### config.mk
export PLATFORM = sky130hd
export DESIGN_NAME = midi_file_event_parser
export DESIGN_NICKNAME = d
export VERILOG_FILES = /design/src/rtl/core/smfp_pkg.sv /design/src/rtl/core/smfp_step.sv /design/src/rtl/core/midi_file_event_parser.sv
export SDC_FILE = /design/constraint.sdc
export NUM_CORES = 1
export LEC_CHECK = 0
export ABC_AREA = 1
export BUFFER_PORTS_ARGS = -buffer_cell sky130_fd_sc_hd__buf_4
export CORE_MARGIN = 2
export CORE_UTILIZATION = 30
export DETAILED_ROUTE_END_ITERATION = 8
export SYNTH_ARGS = -nofsm -noshare
export SYNTH_HDL_FRONTEND = slang
export SYNTH_SLANG_ARGS = --single-unit
### constraint.sdc
create_clock -name clk -period 7.9 [get_ports clk]
set_input_delay 2.37 -clock clk [delete_from_list [all_inputs] [get_ports clk]]
set_output_delay 2.37 -clock clk [all_outputs]
set_load 0.01 [all_outputs]
### src/rtl/core/smfp_pkg.sv
// Package with the types and constants shared by the MIDI file parser modules.
package smfp_pkg;

	typedef enum logic [3:0] {
		PH_HDR    = 4'd0,
		PH_TRK    = 4'd1,
		PH_DELTA  = 4'd2,
		PH_STATUS = 4'd3,
		PH_DATA1  = 4'd4,
		PH_DATA2  = 4'd5,
		PH_SYXLEN = 4'd6,
		PH_MTYPE  = 4'd7,
		PH_MLEN   = 4'd8,
		PH_FIXED  = 4'd9,
		PH_RUN    = 4'd10
	} phase_t;

	localparam logic [3:0] K_HEADER     = 4'd0;
	localparam logic [3:0] K_TRACK      = 4'd1;
	localparam logic [3:0] K_CHANNEL    = 4'd2;
	localparam logic [3:0] K_SYSEX      = 4'd3;
	localparam logic [3:0] K_FIXED_META = 4'd4;
	localparam logic [3:0] K_RUN_META   = 4'd5;
	localparam logic [3:0] K_PAYLOAD    = 4'd6;
	localparam logic [3:0] K_END_TRACK  = 4'd7;
	localparam logic [3:0] K_BAD_HEADER = 4'd8;
	localparam logic [3:0] K_BAD_TRACK  = 4'd9;
	localparam logic [3:0] K_BAD_STATUS = 4'd10;

	localparam logic [7:0] META_SEQ    = 8'h00;
	localparam logic [7:0] META_CHAN   = 8'h20;
	localparam logic [7:0] META_EOT    = 8'h2F;
	localparam logic [7:0] META_TEMPO  = 8'h51;
	localparam logic [7:0] META_SMPTE  = 8'h54;
	localparam logic [7:0] META_TSIG   = 8'h58;
	localparam logic [7:0] META_KSIG   = 8'h59;
	localparam logic [7:0] ST_SYSEX    = 8'hF0;
	localparam logic [7:0] ST_ESCAPE   = 8'hF7;
	localparam logic [7:0] ST_META     = 8'hFF;

	typedef struct packed {
		logic [3:0]  kind;
		logic [15:0] track_number;
		logic [31:0] timestamp;
		logic [7:0]  status_byte;
		logic [7:0]  meta_type;
		logic [15:0] data_a;
		logic [15:0] data_b;
		logic [39:0] packed_payload;
		logic [31:0] payload_length;
		logic        last_in_run;
		logic        file_done;
	} rec_t;

	typedef struct packed {
		phase_t      phase;
		logic [31:0] len_acc;
		logic [31:0] tick;
		logic [7:0]  run_st;
		logic [7:0]  cur_st;
		logic [7:0]  meta_t;
		logic [31:0] remain;
		logic [39:0] shift;
		logic [3:0]  idx;
		logic [15:0] trk_idx;
		logic [15:0] trk_tot;
		logic [15:0] fmt;
		logic        halted;
	} pstate_t;

	function automatic logic [7:0] hdr_id(input logic [1:0] i);
		case (i)
			2'd0:    hdr_id = 8'h4D;
			2'd1:    hdr_id = 8'h54;
			2'd2:    hdr_id = 8'h68;
			default: hdr_id = 8'h64;
		endcase
	endfunction

	function automatic logic [7:0] trk_id(input logic [1:0] i);
		case (i)
			2'd0:    trk_id = 8'h4D;
			2'd1:    trk_id = 8'h54;
			2'd2:    trk_id = 8'h72;
			default: trk_id = 8'h6B;
		endcase
	endfunction

	function automatic logic is_fixed_meta(input logic [7:0] t);
		is_fixed_meta = (t == META_SEQ) || (t == META_CHAN) || (t == META_TEMPO) ||
			(t == META_SMPTE) || (t == META_TSIG) || (t == META_KSIG);
	endfunction

endpackage

### src/rtl/core/smfp_step.sv
// Next-state and record logic for one byte of the MIDI file parser.
module smfp_step (
	input  logic               [7:0] byte_in,
	input  logic                     start_of_file,
	input  smfp_pkg::pstate_t        cur,
	output smfp_pkg::pstate_t        nxt,
	output logic                     emit,
	output smfp_pkg::rec_t           rec
);

	always_comb begin
		smfp_pkg::pstate_t s;
		smfp_pkg::rec_t    r;
		logic              e;
		logic [31:0]       vlq;
		logic [7:0]        hi;
		logic [39:0]       seq;
		logic [31:0]       rem_n;

		s = cur;
		if (start_of_file) begin
			s = '0;
			s.phase = smfp_pkg::PH_HDR;
		end
		r = '0;
		r.track_number = s.trk_idx;
		r.timestamp = s.tick;
		e = 1'b0;
		vlq = {s.len_acc[24:0], byte_in[6:0]};
		hi = {s.cur_st[7:4], 4'h0};
		seq = '0;
		rem_n = '0;

		if (!s.halted) begin
			case (s.phase)
				smfp_pkg::PH_HDR: begin
					if (s.idx < 4'd4 && byte_in != smfp_pkg::hdr_id(s.idx[1:0])) begin
						e = 1'b1;
						r.kind = smfp_pkg::K_BAD_HEADER;
						r.track_number = '0;
						r.timestamp = '0;
						s.halted = 1'b1;
					end else begin
						if (s.idx == 4'd8 || s.idx == 4'd9)
							s.fmt = {s.fmt[7:0], byte_in};
						else if (s.idx == 4'd10 || s.idx == 4'd11)
							s.trk_tot = {s.trk_tot[7:0], byte_in};
						else if (s.idx >= 4'd12)
							s.shift = {24'd0, s.shift[7:0], byte_in};
						if (s.idx < 4'd13) begin
							s.idx = s.idx + 4'd1;
						end else begin
							s.idx = '0;
							e = 1'b1;
							r.track_number = '0;
							r.timestamp = '0;
							r.data_a = s.fmt;
							r.data_b = s.trk_tot;
							r.packed_payload = s.shift;
							s.shift = '0;
							if (s.fmt == 16'd0 && s.trk_tot != 16'd1) begin
								r.kind = smfp_pkg::K_BAD_HEADER;
								s.halted = 1'b1;
							end else begin
								r.kind = smfp_pkg::K_HEADER;
								if (s.trk_tot == 16'd0) begin
									r.file_done = 1'b1;
									s.halted = 1'b1;
								end else begin
									s.phase = smfp_pkg::PH_TRK;
								end
							end
						end
					end
				end
				smfp_pkg::PH_TRK: begin
					if (s.idx[2:0] < 3'd4 &&
						byte_in != smfp_pkg::trk_id(s.idx[1:0])) begin
						e = 1'b1;
						r.kind = smfp_pkg::K_BAD_TRACK;
						r.track_number = s.trk_idx + 16'd1;
						r.timestamp = '0;
						s.halted = 1'b1;
					end else if (s.idx[2:0] < 3'd7) begin
						s.idx = {1'b0, s.idx[2:0] + 3'd1};
					end else begin
						s.idx = '0;
						s.len_acc = '0;
						s.trk_idx = s.trk_idx + 16'd1;
						s.tick = '0;
						s.run_st = '0;
						s.phase = smfp_pkg::PH_DELTA;
						e = 1'b1;
						r.kind = smfp_pkg::K_TRACK;
						r.track_number = s.trk_idx;
						r.timestamp = '0;
					end
				end
				smfp_pkg::PH_DELTA: begin
					if (byte_in[7]) begin
						s.len_acc = vlq;
					end else begin
						s.tick = s.tick + vlq;
						s.len_acc = '0;
						s.phase = smfp_pkg::PH_STATUS;
					end
				end
				smfp_pkg::PH_STATUS: begin
					if (!byte_in[7]) begin
						if (s.run_st == 8'd0) begin
							e = 1'b1;
							r.kind = smfp_pkg::K_BAD_STATUS;
							r.data_a = {8'd0, byte_in};
							s.phase = smfp_pkg::PH_DELTA;
						end else begin
							s.cur_st = s.run_st;
							if (s.run_st[7:5] == 3'b110) begin
								e = 1'b1;
								r.kind = smfp_pkg::K_CHANNEL;
								r.status_byte = s.run_st;
								r.data_a = {8'd0, byte_in};
								s.phase = smfp_pkg::PH_DELTA;
							end else begin
								s.shift = {32'd0, byte_in};
								s.phase = smfp_pkg::PH_DATA2;
							end
						end
					end else if (byte_in[7:4] != 4'hF) begin
						s.cur_st = byte_in;
						s.run_st = byte_in;
						s.phase = smfp_pkg::PH_DATA1;
					end else begin
						s.run_st = '0;
						s.len_acc = '0;
						if (byte_in == smfp_pkg::ST_SYSEX || byte_in == smfp_pkg::ST_ESCAPE) begin
							s.cur_st = byte_in;
							s.meta_t = '0;
							s.phase = smfp_pkg::PH_SYXLEN;
						end else if (byte_in == smfp_pkg::ST_META) begin
							s.cur_st = smfp_pkg::ST_META;
							s.phase = smfp_pkg::PH_MTYPE;
						end else begin
							s.phase = smfp_pkg::PH_DELTA;
						end
					end
				end
				smfp_pkg::PH_DATA1: begin
					if (s.cur_st[7:5] == 3'b110) begin
						e = 1'b1;
						r.kind = smfp_pkg::K_CHANNEL;
						r.status_byte = s.cur_st;
						r.data_a = {8'd0, byte_in};
						s.phase = smfp_pkg::PH_DELTA;
					end else begin
						s.shift = {32'd0, byte_in};
						s.phase = smfp_pkg::PH_DATA2;
					end
				end
				smfp_pkg::PH_DATA2: begin
					e = 1'b1;
					r.kind = smfp_pkg::K_CHANNEL;
					r.status_byte = s.cur_st;
					if (hi == 8'hE0) begin
						r.data_a = {2'b00, byte_in[6:0], s.shift[6:0]};
					end else begin
						r.data_a = {8'd0, s.shift[7:0]};
						r.data_b = {8'd0, byte_in};
					end
					s.phase = smfp_pkg::PH_DELTA;
				end
				smfp_pkg::PH_SYXLEN: begin
					if (byte_in[7]) begin
						s.len_acc = vlq;
					end else begin
						s.len_acc = '0;
						s.remain = vlq;
						e = 1'b1;
						r.kind = smfp_pkg::K_SYSEX;
						r.status_byte = s.cur_st;
						r.payload_length = vlq;
						s.phase = (vlq != 32'd0) ? smfp_pkg::PH_RUN : smfp_pkg::PH_DELTA;
					end
				end
				smfp_pkg::PH_MTYPE: begin
					s.meta_t = byte_in;
					s.len_acc = '0;
					s.phase = smfp_pkg::PH_MLEN;
				end
				smfp_pkg::PH_MLEN: begin
					s.len_acc = vlq;
					if (!byte_in[7]) begin
						if (s.meta_t == smfp_pkg::META_EOT) begin
							s.len_acc = '0;
							e = 1'b1;
							r.kind = smfp_pkg::K_END_TRACK;
							r.status_byte = smfp_pkg::ST_META;
							r.meta_type = smfp_pkg::META_EOT;
							if (s.trk_idx >= s.trk_tot) begin
								r.file_done = 1'b1;
								s.halted = 1'b1;
							end else begin
								s.phase = smfp_pkg::PH_TRK;
								s.idx = '0;
							end
						end else if (smfp_pkg::is_fixed_meta(s.meta_t)) begin
							s.remain = vlq;
							s.shift = '0;
							s.idx = '0;
							if (vlq == 32'd0) begin
								e = 1'b1;
								r.kind = smfp_pkg::K_FIXED_META;
								r.status_byte = smfp_pkg::ST_META;
								r.meta_type = s.meta_t;
								s.len_acc = '0;
								s.phase = smfp_pkg::PH_DELTA;
							end else begin
								s.phase = smfp_pkg::PH_FIXED;
							end
						end else begin
							s.len_acc = '0;
							s.remain = vlq;
							e = 1'b1;
							r.kind = smfp_pkg::K_RUN_META;
							r.status_byte = smfp_pkg::ST_META;
							r.meta_type = s.meta_t;
							r.payload_length = vlq;
							s.phase = (vlq != 32'd0) ? smfp_pkg::PH_RUN : smfp_pkg::PH_DELTA;
						end
					end
				end
				smfp_pkg::PH_FIXED: begin
					if (s.idx < 4'd5) begin
						s.shift = {s.shift[31:0], byte_in};
						s.idx = s.idx + 4'd1;
					end
					rem_n = (s.remain != 32'd0) ? s.remain - 32'd1 : s.remain;
					s.remain = rem_n;
					if (rem_n == 32'd0) begin
						// Sequence number takes the first two bytes received.
						case (s.idx)
							4'd3:    seq = {8'd0, s.shift[39:8]};
							4'd4:    seq = {16'd0, s.shift[39:16]};
							4'd5:    seq = {24'd0, s.shift[39:24]};
							default: seq = s.shift;
						endcase
						e = 1'b1;
						r.kind = smfp_pkg::K_FIXED_META;
						r.status_byte = smfp_pkg::ST_META;
						r.meta_type = s.meta_t;
						r.data_a = (s.meta_t == smfp_pkg::META_SEQ) ? seq[15:0] : 16'd0;
						r.packed_payload = s.shift;
						r.payload_length = s.len_acc;
						s.len_acc = '0;
						s.phase = smfp_pkg::PH_DELTA;
					end
				end
				smfp_pkg::PH_RUN: begin
					e = 1'b1;
					r.kind = smfp_pkg::K_PAYLOAD;
					r.status_byte = s.cur_st;
					r.meta_type = s.meta_t;
					r.data_a = {8'd0, byte_in};
					if (s.remain <= 32'd1) begin
						r.last_in_run = 1'b1;
						s.remain = '0;
						s.phase = smfp_pkg::PH_DELTA;
					end else begin
						s.remain = s.remain - 32'd1;
					end
				end
				default: begin
					s.phase = smfp_pkg::PH_DELTA;
				end
			endcase
		end
		nxt = s;
		emit = e;
		rec = r;
	end

endmodule

### src/rtl/core/midi_file_event_parser.sv
// Top level of the byte-serial Standard MIDI File event parser.
//
//  channel | direction | handshake       | payload
//  input   | in        | in_valid/stall  | byte_in, start_of_file
//  output  | out       | out_valid/stall | kind .. file_done
//
// One byte is taken per cycle while in_stall is low. An accepted byte is held
// in an input register; when it advances, the step logic updates the parser
// state and, where the byte completes a record, loads the result register.
// The input register frees whenever the result register is empty or is being
// taken, so a stall on the output side holds back at most the two bytes in
// flight. Reset clears the valid flags and the parser state; start_of_file
// also restarts the parser in band.
module midi_file_event_parser (
	input  logic        clk,
	input  logic        arst_n,
	input  logic        in_valid,
	output logic        in_stall,
	input  logic [7:0]  byte_in,
	input  logic        start_of_file,
	output logic        out_valid,
	input  logic        out_stall,
	output logic [3:0]  kind,
	output logic [15:0] track_number,
	output logic [31:0] timestamp,
	output logic [7:0]  status_byte,
	output logic [7:0]  meta_type,
	output logic [15:0] data_a,
	output logic [15:0] data_b,
	output logic [39:0] packed_payload,
	output logic [31:0] payload_length,
	output logic        last_in_run,
	output logic        file_done
);

	logic              vld_s1;
	logic [7:0]        byte_s1;
	logic              sof_s1;
	smfp_pkg::pstate_t state_q;
	smfp_pkg::pstate_t state_nxt;
	logic              emit;
	smfp_pkg::rec_t    rec_nxt;
	smfp_pkg::rec_t    rec_s2;
	logic              vld_s2;
	logic              adv;

	// The held byte advances when the result slot is free or being drained.
	assign adv = vld_s1 && (!vld_s2 || !out_stall);
	assign in_stall = vld_s1 && !adv;

	always_ff @(posedge clk or negedge arst_n) begin
		if (!arst_n) begin
			vld_s1 <= 1'b0;
		end else if (!in_stall) begin
			vld_s1 <= in_valid;
		end
	end

	always_ff @(posedge clk) begin
		if (in_valid && !in_stall) begin
			byte_s1 <= byte_in;
			sof_s1  <= start_of_file;
		end
	end

	smfp_step u_step (
		.byte_in       (byte_s1),
		.start_of_file (sof_s1),
		.cur           (state_q),
		.nxt           (state_nxt),
		.emit          (emit),
		.rec           (rec_nxt)
	);

	always_ff @(posedge clk or negedge arst_n) begin
		if (!arst_n) begin
			state_q <= '{phase: smfp_pkg::PH_HDR, default: '0};
		end else if (adv) begin
			state_q <= state_nxt;
		end
	end

	always_ff @(posedge clk or negedge arst_n) begin
		if (!arst_n) begin
			vld_s2 <= 1'b0;
		end else if (adv) begin
			vld_s2 <= emit;
		end else if (!out_stall) begin
			vld_s2 <= 1'b0;
		end
	end

	always_ff @(posedge clk) begin
		if (adv && emit) begin
			rec_s2 <= rec_nxt;
		end
	end

	assign out_valid      = vld_s2;
	assign kind           = rec_s2.kind;
	assign track_number   = rec_s2.track_number;
	assign timestamp      = rec_s2.timestamp;
	assign status_byte    = rec_s2.status_byte;
	assign meta_type      = rec_s2.meta_type;
	assign data_a         = rec_s2.data_a;
	assign data_b         = rec_s2.data_b;
	assign packed_payload = rec_s2.packed_payload;
	assign payload_length = rec_s2.payload_length;
	assign last_in_run    = rec_s2.last_in_run;
	assign file_done      = rec_s2.file_done;

	// A pending record is never overwritten while it is stalled.
	a_hold: assert property (@(posedge clk) disable iff (!arst_n)
		out_valid && out_stall |-> !adv)
		else $error("record overwritten under stall");

	// Parser state only changes when a byte is consumed.
	a_state: assert property (@(posedge clk) disable iff (!arst_n)
		!$past(adv) |-> $stable(state_q))
		else $error("parser state moved without a byte");

	// Header records always carry track number zero.
	a_hdr: assert property (@(posedge clk) disable iff (!arst_n)
		out_valid && (kind == smfp_pkg::K_HEADER || kind == smfp_pkg::K_BAD_HEADER)
		|-> track_number == 16'd0)
		else $error("header record with track number");

endmodule
# --- Yosys cells after proc, flatten, opt, wreduce, memory -nomap -nowiden ---
# Cells that the tools add are included.
totals:
  regBits: 402
  mem_bits_ro: 0
  latch_bits: 0
  wordCells: 283
  n_memories: 0
  mem_bits_rw: 0
op_classes:
  shift: 0
  n_reduce_logical: 33
  n_div: 0
  n_bitwise: 1
  n_eq_ne: 36
  n_lt_le_gt_ge: 8
  add_sub_neg: 5
  multipliers: 0
  n_mux: 172
op_table:
  columns: ["cell", "n"]
  rows:
  - ["32-bit 2-to-1 mux", 15]
  - ["217-bit 2-to-1 mux", 2]
  - ["40-bit 2-to-1 mux", 8]
  - ["16-bit 2-to-1 mux", 19]
  - ["72-bit 2-to-1 mux", 4]
  - ["76-bit 2-to-1 mux", 3]
  - ["44-bit 2-to-1 mux", 5]
  - ["40-bit case mux with 5 select lines", 1]
  - ["32-bit case mux with 6 select lines", 1]
  - ["170-bit 2-to-1 mux", 1]
  - ["8-bit 2-to-1 mux", 20]
  - ["52-bit 2-to-1 mux", 3]
  - ["36-bit 2-to-1 mux", 4]
  - ["32-bit case mux with 4 select lines", 1]
  - ["16-bit case mux with 6 select lines", 1]
  - ["32-bit case mux with 3 select lines", 1]
  - ["48-bit case mux with 2 select lines", 1]
  - ["4-bit 2-to-1 mux", 21]
  - ["40-bit case mux with 2 select lines", 1]
  - ["32-bit zero test", 2]
  - ["32-bit case mux with 2 select lines", 1]
  - ["32-bit nonzero test", 2]
  - ["49-bit 2-to-1 mux", 1]
  - ["16-bit case mux with 3 select lines", 1]
  - ["51 further kinds", 136]

# --- Longest topological paths before layout ---
depth:
  depth_word: 17
  depth_mapped: 26
  mapped_depth_nobuf: 22

# --- Cells and area by module ---
# A second synthesis with hierarchy kept.
unflattened:
  hier_cells: 4262
  area_unflattened_um2: 28715.0
modules_own_cells:
  columns: ["mod", "n_inst", "cells_each", "area_each_um2"]
  rows:
  - ["smfp_step", 1, 3126, 14620.3]
  - ["midi_file_event_parser", 1, 1136, 14094.8]

# --- Worst setup path after synthesis ---
# OpenSTA, ideal clock, no wires.
synth_timing:
  path_kind: "input to register"
  start: "input port out_stall"
  end: "register rec_s2, in the netlist data_a[0] (enable)"
  required_ns: 7.373
  slack_ns: 0.773
  stages: 6
  t_arrival_ns: 6.600
  path_cell_list: "nand2_1 -> nand2_1 -> nor2_1 -> clkbuf_1 -> nand2_1 -> inv_1"
synth_via:
  elab_chain_cells: 4
synth_rtl:
  columns: ["item", "line_no", "rtl"]
  rows:
  - ["from (decl)", "midi_file_event_parser.sv:22", "input logic out_stall,"]
  - ["1-bit zero test", null, null]
  - ["1-bit logical OR", "midi_file_event_parser.sv:48", "assign adv = vld_s1 && (!vld_s2 || !out_stall);"]
  - ["1-bit logical AND", "midi_file_event_parser.sv:48", null]
  - ["1-bit logical AND", "midi_file_event_parser.sv:94", "if (adv && emit) begin"]
  - ["to (signal assigned)", "midi_file_event_parser.sv:95", "rec_s2 <= rec_nxt;"]
  - ["to (decl)", "midi_file_event_parser.sv:43", "smfp_pkg::rec_t rec_s2;"]
# Every way passes these cells.
# A chain may end at the register's enable or synchronous reset.

# --- Worst setup path after layout ---
layout_timing:
  start: "register sof_s1"
  end: "register rec_s2, in the netlist data_a[10] (enable)"
layout_via:
  elab_chain_cells: 13
  word_cells_on_any_way: 64
  cone_classes: "add/sub (1); order compare (4); eq/ne (20); mux (23); reduce/logical (16)"
layout_rtl:
  columns: ["item", "line_no", "rtl"]
  rows:
  - ["from (decl)", "midi_file_event_parser.sv:38", "logic sof_s1;"]
  - ["from (signal assigned)", "midi_file_event_parser.sv:62", "sof_s1 <= start_of_file;"]
  - ["217-bit 2-to-1 mux (*)", "smfp_step.sv:21", "if (start_of_file) begin"]
  - ["parallel branches: the longest is 10 deep, another holds 32-bit by 1-bit subtractor with 32-bit output", null, null]
  - ["1-bit 2-to-1 mux (*)", "smfp_step.sv:34", "if (!s.halted) begin"]
  - ["1-bit logical AND (*)", "midi_file_event_parser.sv:94", null]
# Every way passes the cells marked *. The select of a mux whose other input is x is not followed.

==> impl_metrics.yaml <==
status:
  status: "complete, no violations"
job:
  cap_violations: 0
worst_setup_path:
  worstPathRequired_ns: 8.13
  path_delay_family: "buffers and inverters"
  crit_end: "data_a[10]"
  cp.depth: 13
  r2r_end: "data_a[10]"
  timing.critical_path.from_type: "flop"
  r2r_cells: 13
  startpoint: "sof_s1"
  critPathArrivalTime_ns: 5.87
  crit_fanout: 93
  cpMaxStageDelayCell: "clkinv_4"
  r2r_setup_slack_ns: 2.26
  crit_buf_inv: 5
  rr_startpoint: "sof_s1"
  crit_type: "flop to flop"
  cpPeakStageDelay_ns: 0.67
  worst_path_most_repeated_cell: "nand2_1"
  path_cells: "inv_4 > nand2_1 > ha_1 > nor2_4 > clkinv_1 > nor2_1 > inv_1 > nand3_1 > nor3_1 > nand2_1 > nand2_1 > clkinv_4 > buf_4"
  cp-end-kind: "flop"
layout:
  multi_input_area_mm2: 0.0142
  post_route_cells_drive_above_1_share: 0.102
  final_cell_mix: "957 x nand2_1, 520 x nor2_1, 476 x inv_1, 332 x a21oi_1, 324 x o21ai_0"
  n_fill_cell: 9904
  syn2layout_area_growth_pct: 14.9
  antennaDiodeCount: 0
  regArea_mm2: 0.0110
  final_common_cell: "nand2_1"
  fin_nets: 4146
place:
  dp_slack_ns: 2.12
  port_buffers: 188
  gp_congestion: 0.957
  dpl.hpwl_um: 74800
timing:
  rsz0062_at_grt: "false"
  drv_slew: 0
  finalWorstSetupSlack_ns: 2.26
  min_period_ns: 5.64
  fmax_mhz: 177
  finalHoldViolations: 0
  tightest_slew_ns: 1.31
  fin_worst_skew_ns: 0.0375
  finalSetupTns_ns: 0
  slew_headroom: 0.122
  fin_crit_sh: 0.714
  setup_viol_count_final: 0
grt:
  grt.total_usage: 0.217
  grt_max_degree: 147
  gr-total-overflow: 0
  grt_pass1_wl_um: 161000
  antenna_found_initial: 5
  first_global_vias: 26300
power_and_ir_drop:
  pwr-share-seq: 0.314
  p_leak_nw: 13.9
  p_int_mw: 5.63
  ir_drop_mv: 0.168
  p_switching_mw: 4.62
  combPwrFrac: 0.456
  clkPwrFrac: 0.229
  power.density_mw_per_mm2: 320
  switching_share: 0.451
synthesis:
  synth_async_sr_flop_share: 0.545
  synth_edf_count: 183
  synth_area_per_cell_um2: 6.99
  netlist-cell-type-count: 62
  synth_cells: 3988
  synthesis.area_mm2: 0.0279
  syn_nets: 4057
  synth-seq-cells: 402
  ys.flop_type: "dfrtp_1"
  ys_seq_area_frac: 0.394
  synth_warnings: 0
detailed_routing:
  viasPerCell: 5.31
  drt_first_iter_violations: 3249
  drc: 0
  wl_per_cell_um: 19.9
  drt-total-wl_um: 106000
  antenna_left: 0
  vias: 28500
  drt_first_pass_iters: 6
clock_tree:
  ctsResizeCount: 0
  cts_buffer_depth: 3
  postCtsHoldBufs: 0
  htreeDepth: 2
  cts_made_buffers: 48
  clk_pin_slew_worst_paths_ns: 0.06
  clkSinkCount: 402
  postCtsSetupRepairBufs: 0
  cts_tree: "built"
  cts_root_buffer: "clkbuf_16"
  clk_latency_ns: 0.63
die:
  io_pins: 189
  core_area_mm2: 0.0919
  die_area_mm2: 0.0954
  die_h_um: 309
  start_util: 0.303
  die_w_um: 309
  num_rows: 111
hold_path:
  hold_path_class: "flop to flop"
  hold_depth: 2
==> cells in the mapped netlist (all sizes together) (9+ instances only) <==
master | n | area (um2)
nand2 | 997 | 3860
ha | 55 | 688
a221oi | 13 | 114
o211ai | 57 | 428
xor2 | 25 | 219
nor3 | 46 | 245
o21ai | 345 | 1750
clkinv | 9 | 33.8
dfrtp | 219 | 5480
edfxtp | 183 | 5500
a22oi | 20 | 150
nor2 | 547 | 2160
o22ai | 52 | 325
a211oi | 17 | 128
a21oi | 332 | 1660
a31oi | 61 | 382
nand4 | 41 | 257
o21a | 9 | 67.6
nand3 | 165 | 836
inv | 488 | 1830
clkbuf | 128 | 480
o221ai | 12 | 105
buf | 64 | 370
or2 | 19 | 119
==> worst register-to-register path, stage by stage, from the launching register on <==
cell,delay (ns)
edfxtp_1,0.42
inv_4,0.65
nand2_1,0.52
ha_1,0.50
nor2_4,0.22
clkinv_1,0.45
nor2_1,0.63
inv_1,0.14
nand3_1,0.12
nor3_1,0.08
nand2_1,0.09
nand2_1,0.11
clkinv_4,0.68
buf_4,0.64
==> area by class of cell <==
type,instances,share of cell area
clock inverters,28,0.0109
multi-input cells,2897,0.444
inverters,497,0.0585
flip-flops and latches,402,0.343
clock buffers,62,0.0404
well taps,1243,0.0485
repair buffers,231,0.0551
==> sequential cells by signal (all words and copies together) (netlist names), 4 cells and up <==
signal,count
meta_type,8
kind,4
state_q,217
byte_s1,8
payload_length,32
data_b,16
packed_payload,40
timestamp,32
track_number,16
data_a,16
status_byte,8
==> power by group through the flow <==
stage | Sequential, mW | Clock [mW] | Combinational [mW]
floorplan | 3.30 | 0 | 3.02
global placement | 3.24 | 0 | 4.58
detailed placement | 3.25 | 0 | 4.61
CTS | 3.22 | 2.40 | 4.63
global route | 3.29 | 2.48 | 5.17
finish | 3.22 | 2.35 | 4.68
==> per-layer routing <==
metal | GRT usage | vias to the layer above | share of wire
li1 | - | 13500 | -
met1 | 0.294 | 13400 | 0.42
met5 | 0 | - | 0.00026
met4 | 0.0702 | 6 | 0.034
met2 | 0.349 | 1304 | 0.45
met3 | 0.0379 | 229 | 0.091
==> kinds of logic after synthesis <==
| logic type | count (synthesis) | share of synthesized area |
|---|---|---|
| buf+inv | 689 | 0.0975 |
| simple gates | 1834 | 0.273 |
| xor+xnor | 31 | 0.00974 |
| flops | 402 | 0.394 |
| fa+ha+maj | 56 | 0.0254 |
| compound gates | 976 | 0.201 |
==> worst min-delay path by stage <==
stage,start,end,slack (ns)
global placement,state_q[68],state_q[68],0.46
detailed placement,state_q[68],state_q[68],0.46
CTS,state_q[68],state_q[68],0.48
finish,state_q[208],state_q[208],0.48
global route,state_q[211],state_q[211],0.49
floorplan,state_q[61],state_q[61],0.45
==> through the flow <==
stage	power [mW]	hold slack, ns	utilization	instances	cell area, um2
floorplan	6.32	0.446	-	3988	27900
global placement	7.82	0.459	0.331	5270	30400
detailed placement	7.86	0.465	0.331	5270	30400
CTS	10.3	0.479	0.348	5360	32000
global route	10.9	0.492	0.348	5360	32000
finish	10.2	0.478	0.348	5360	32000
(Power assumes the default switching activity.)
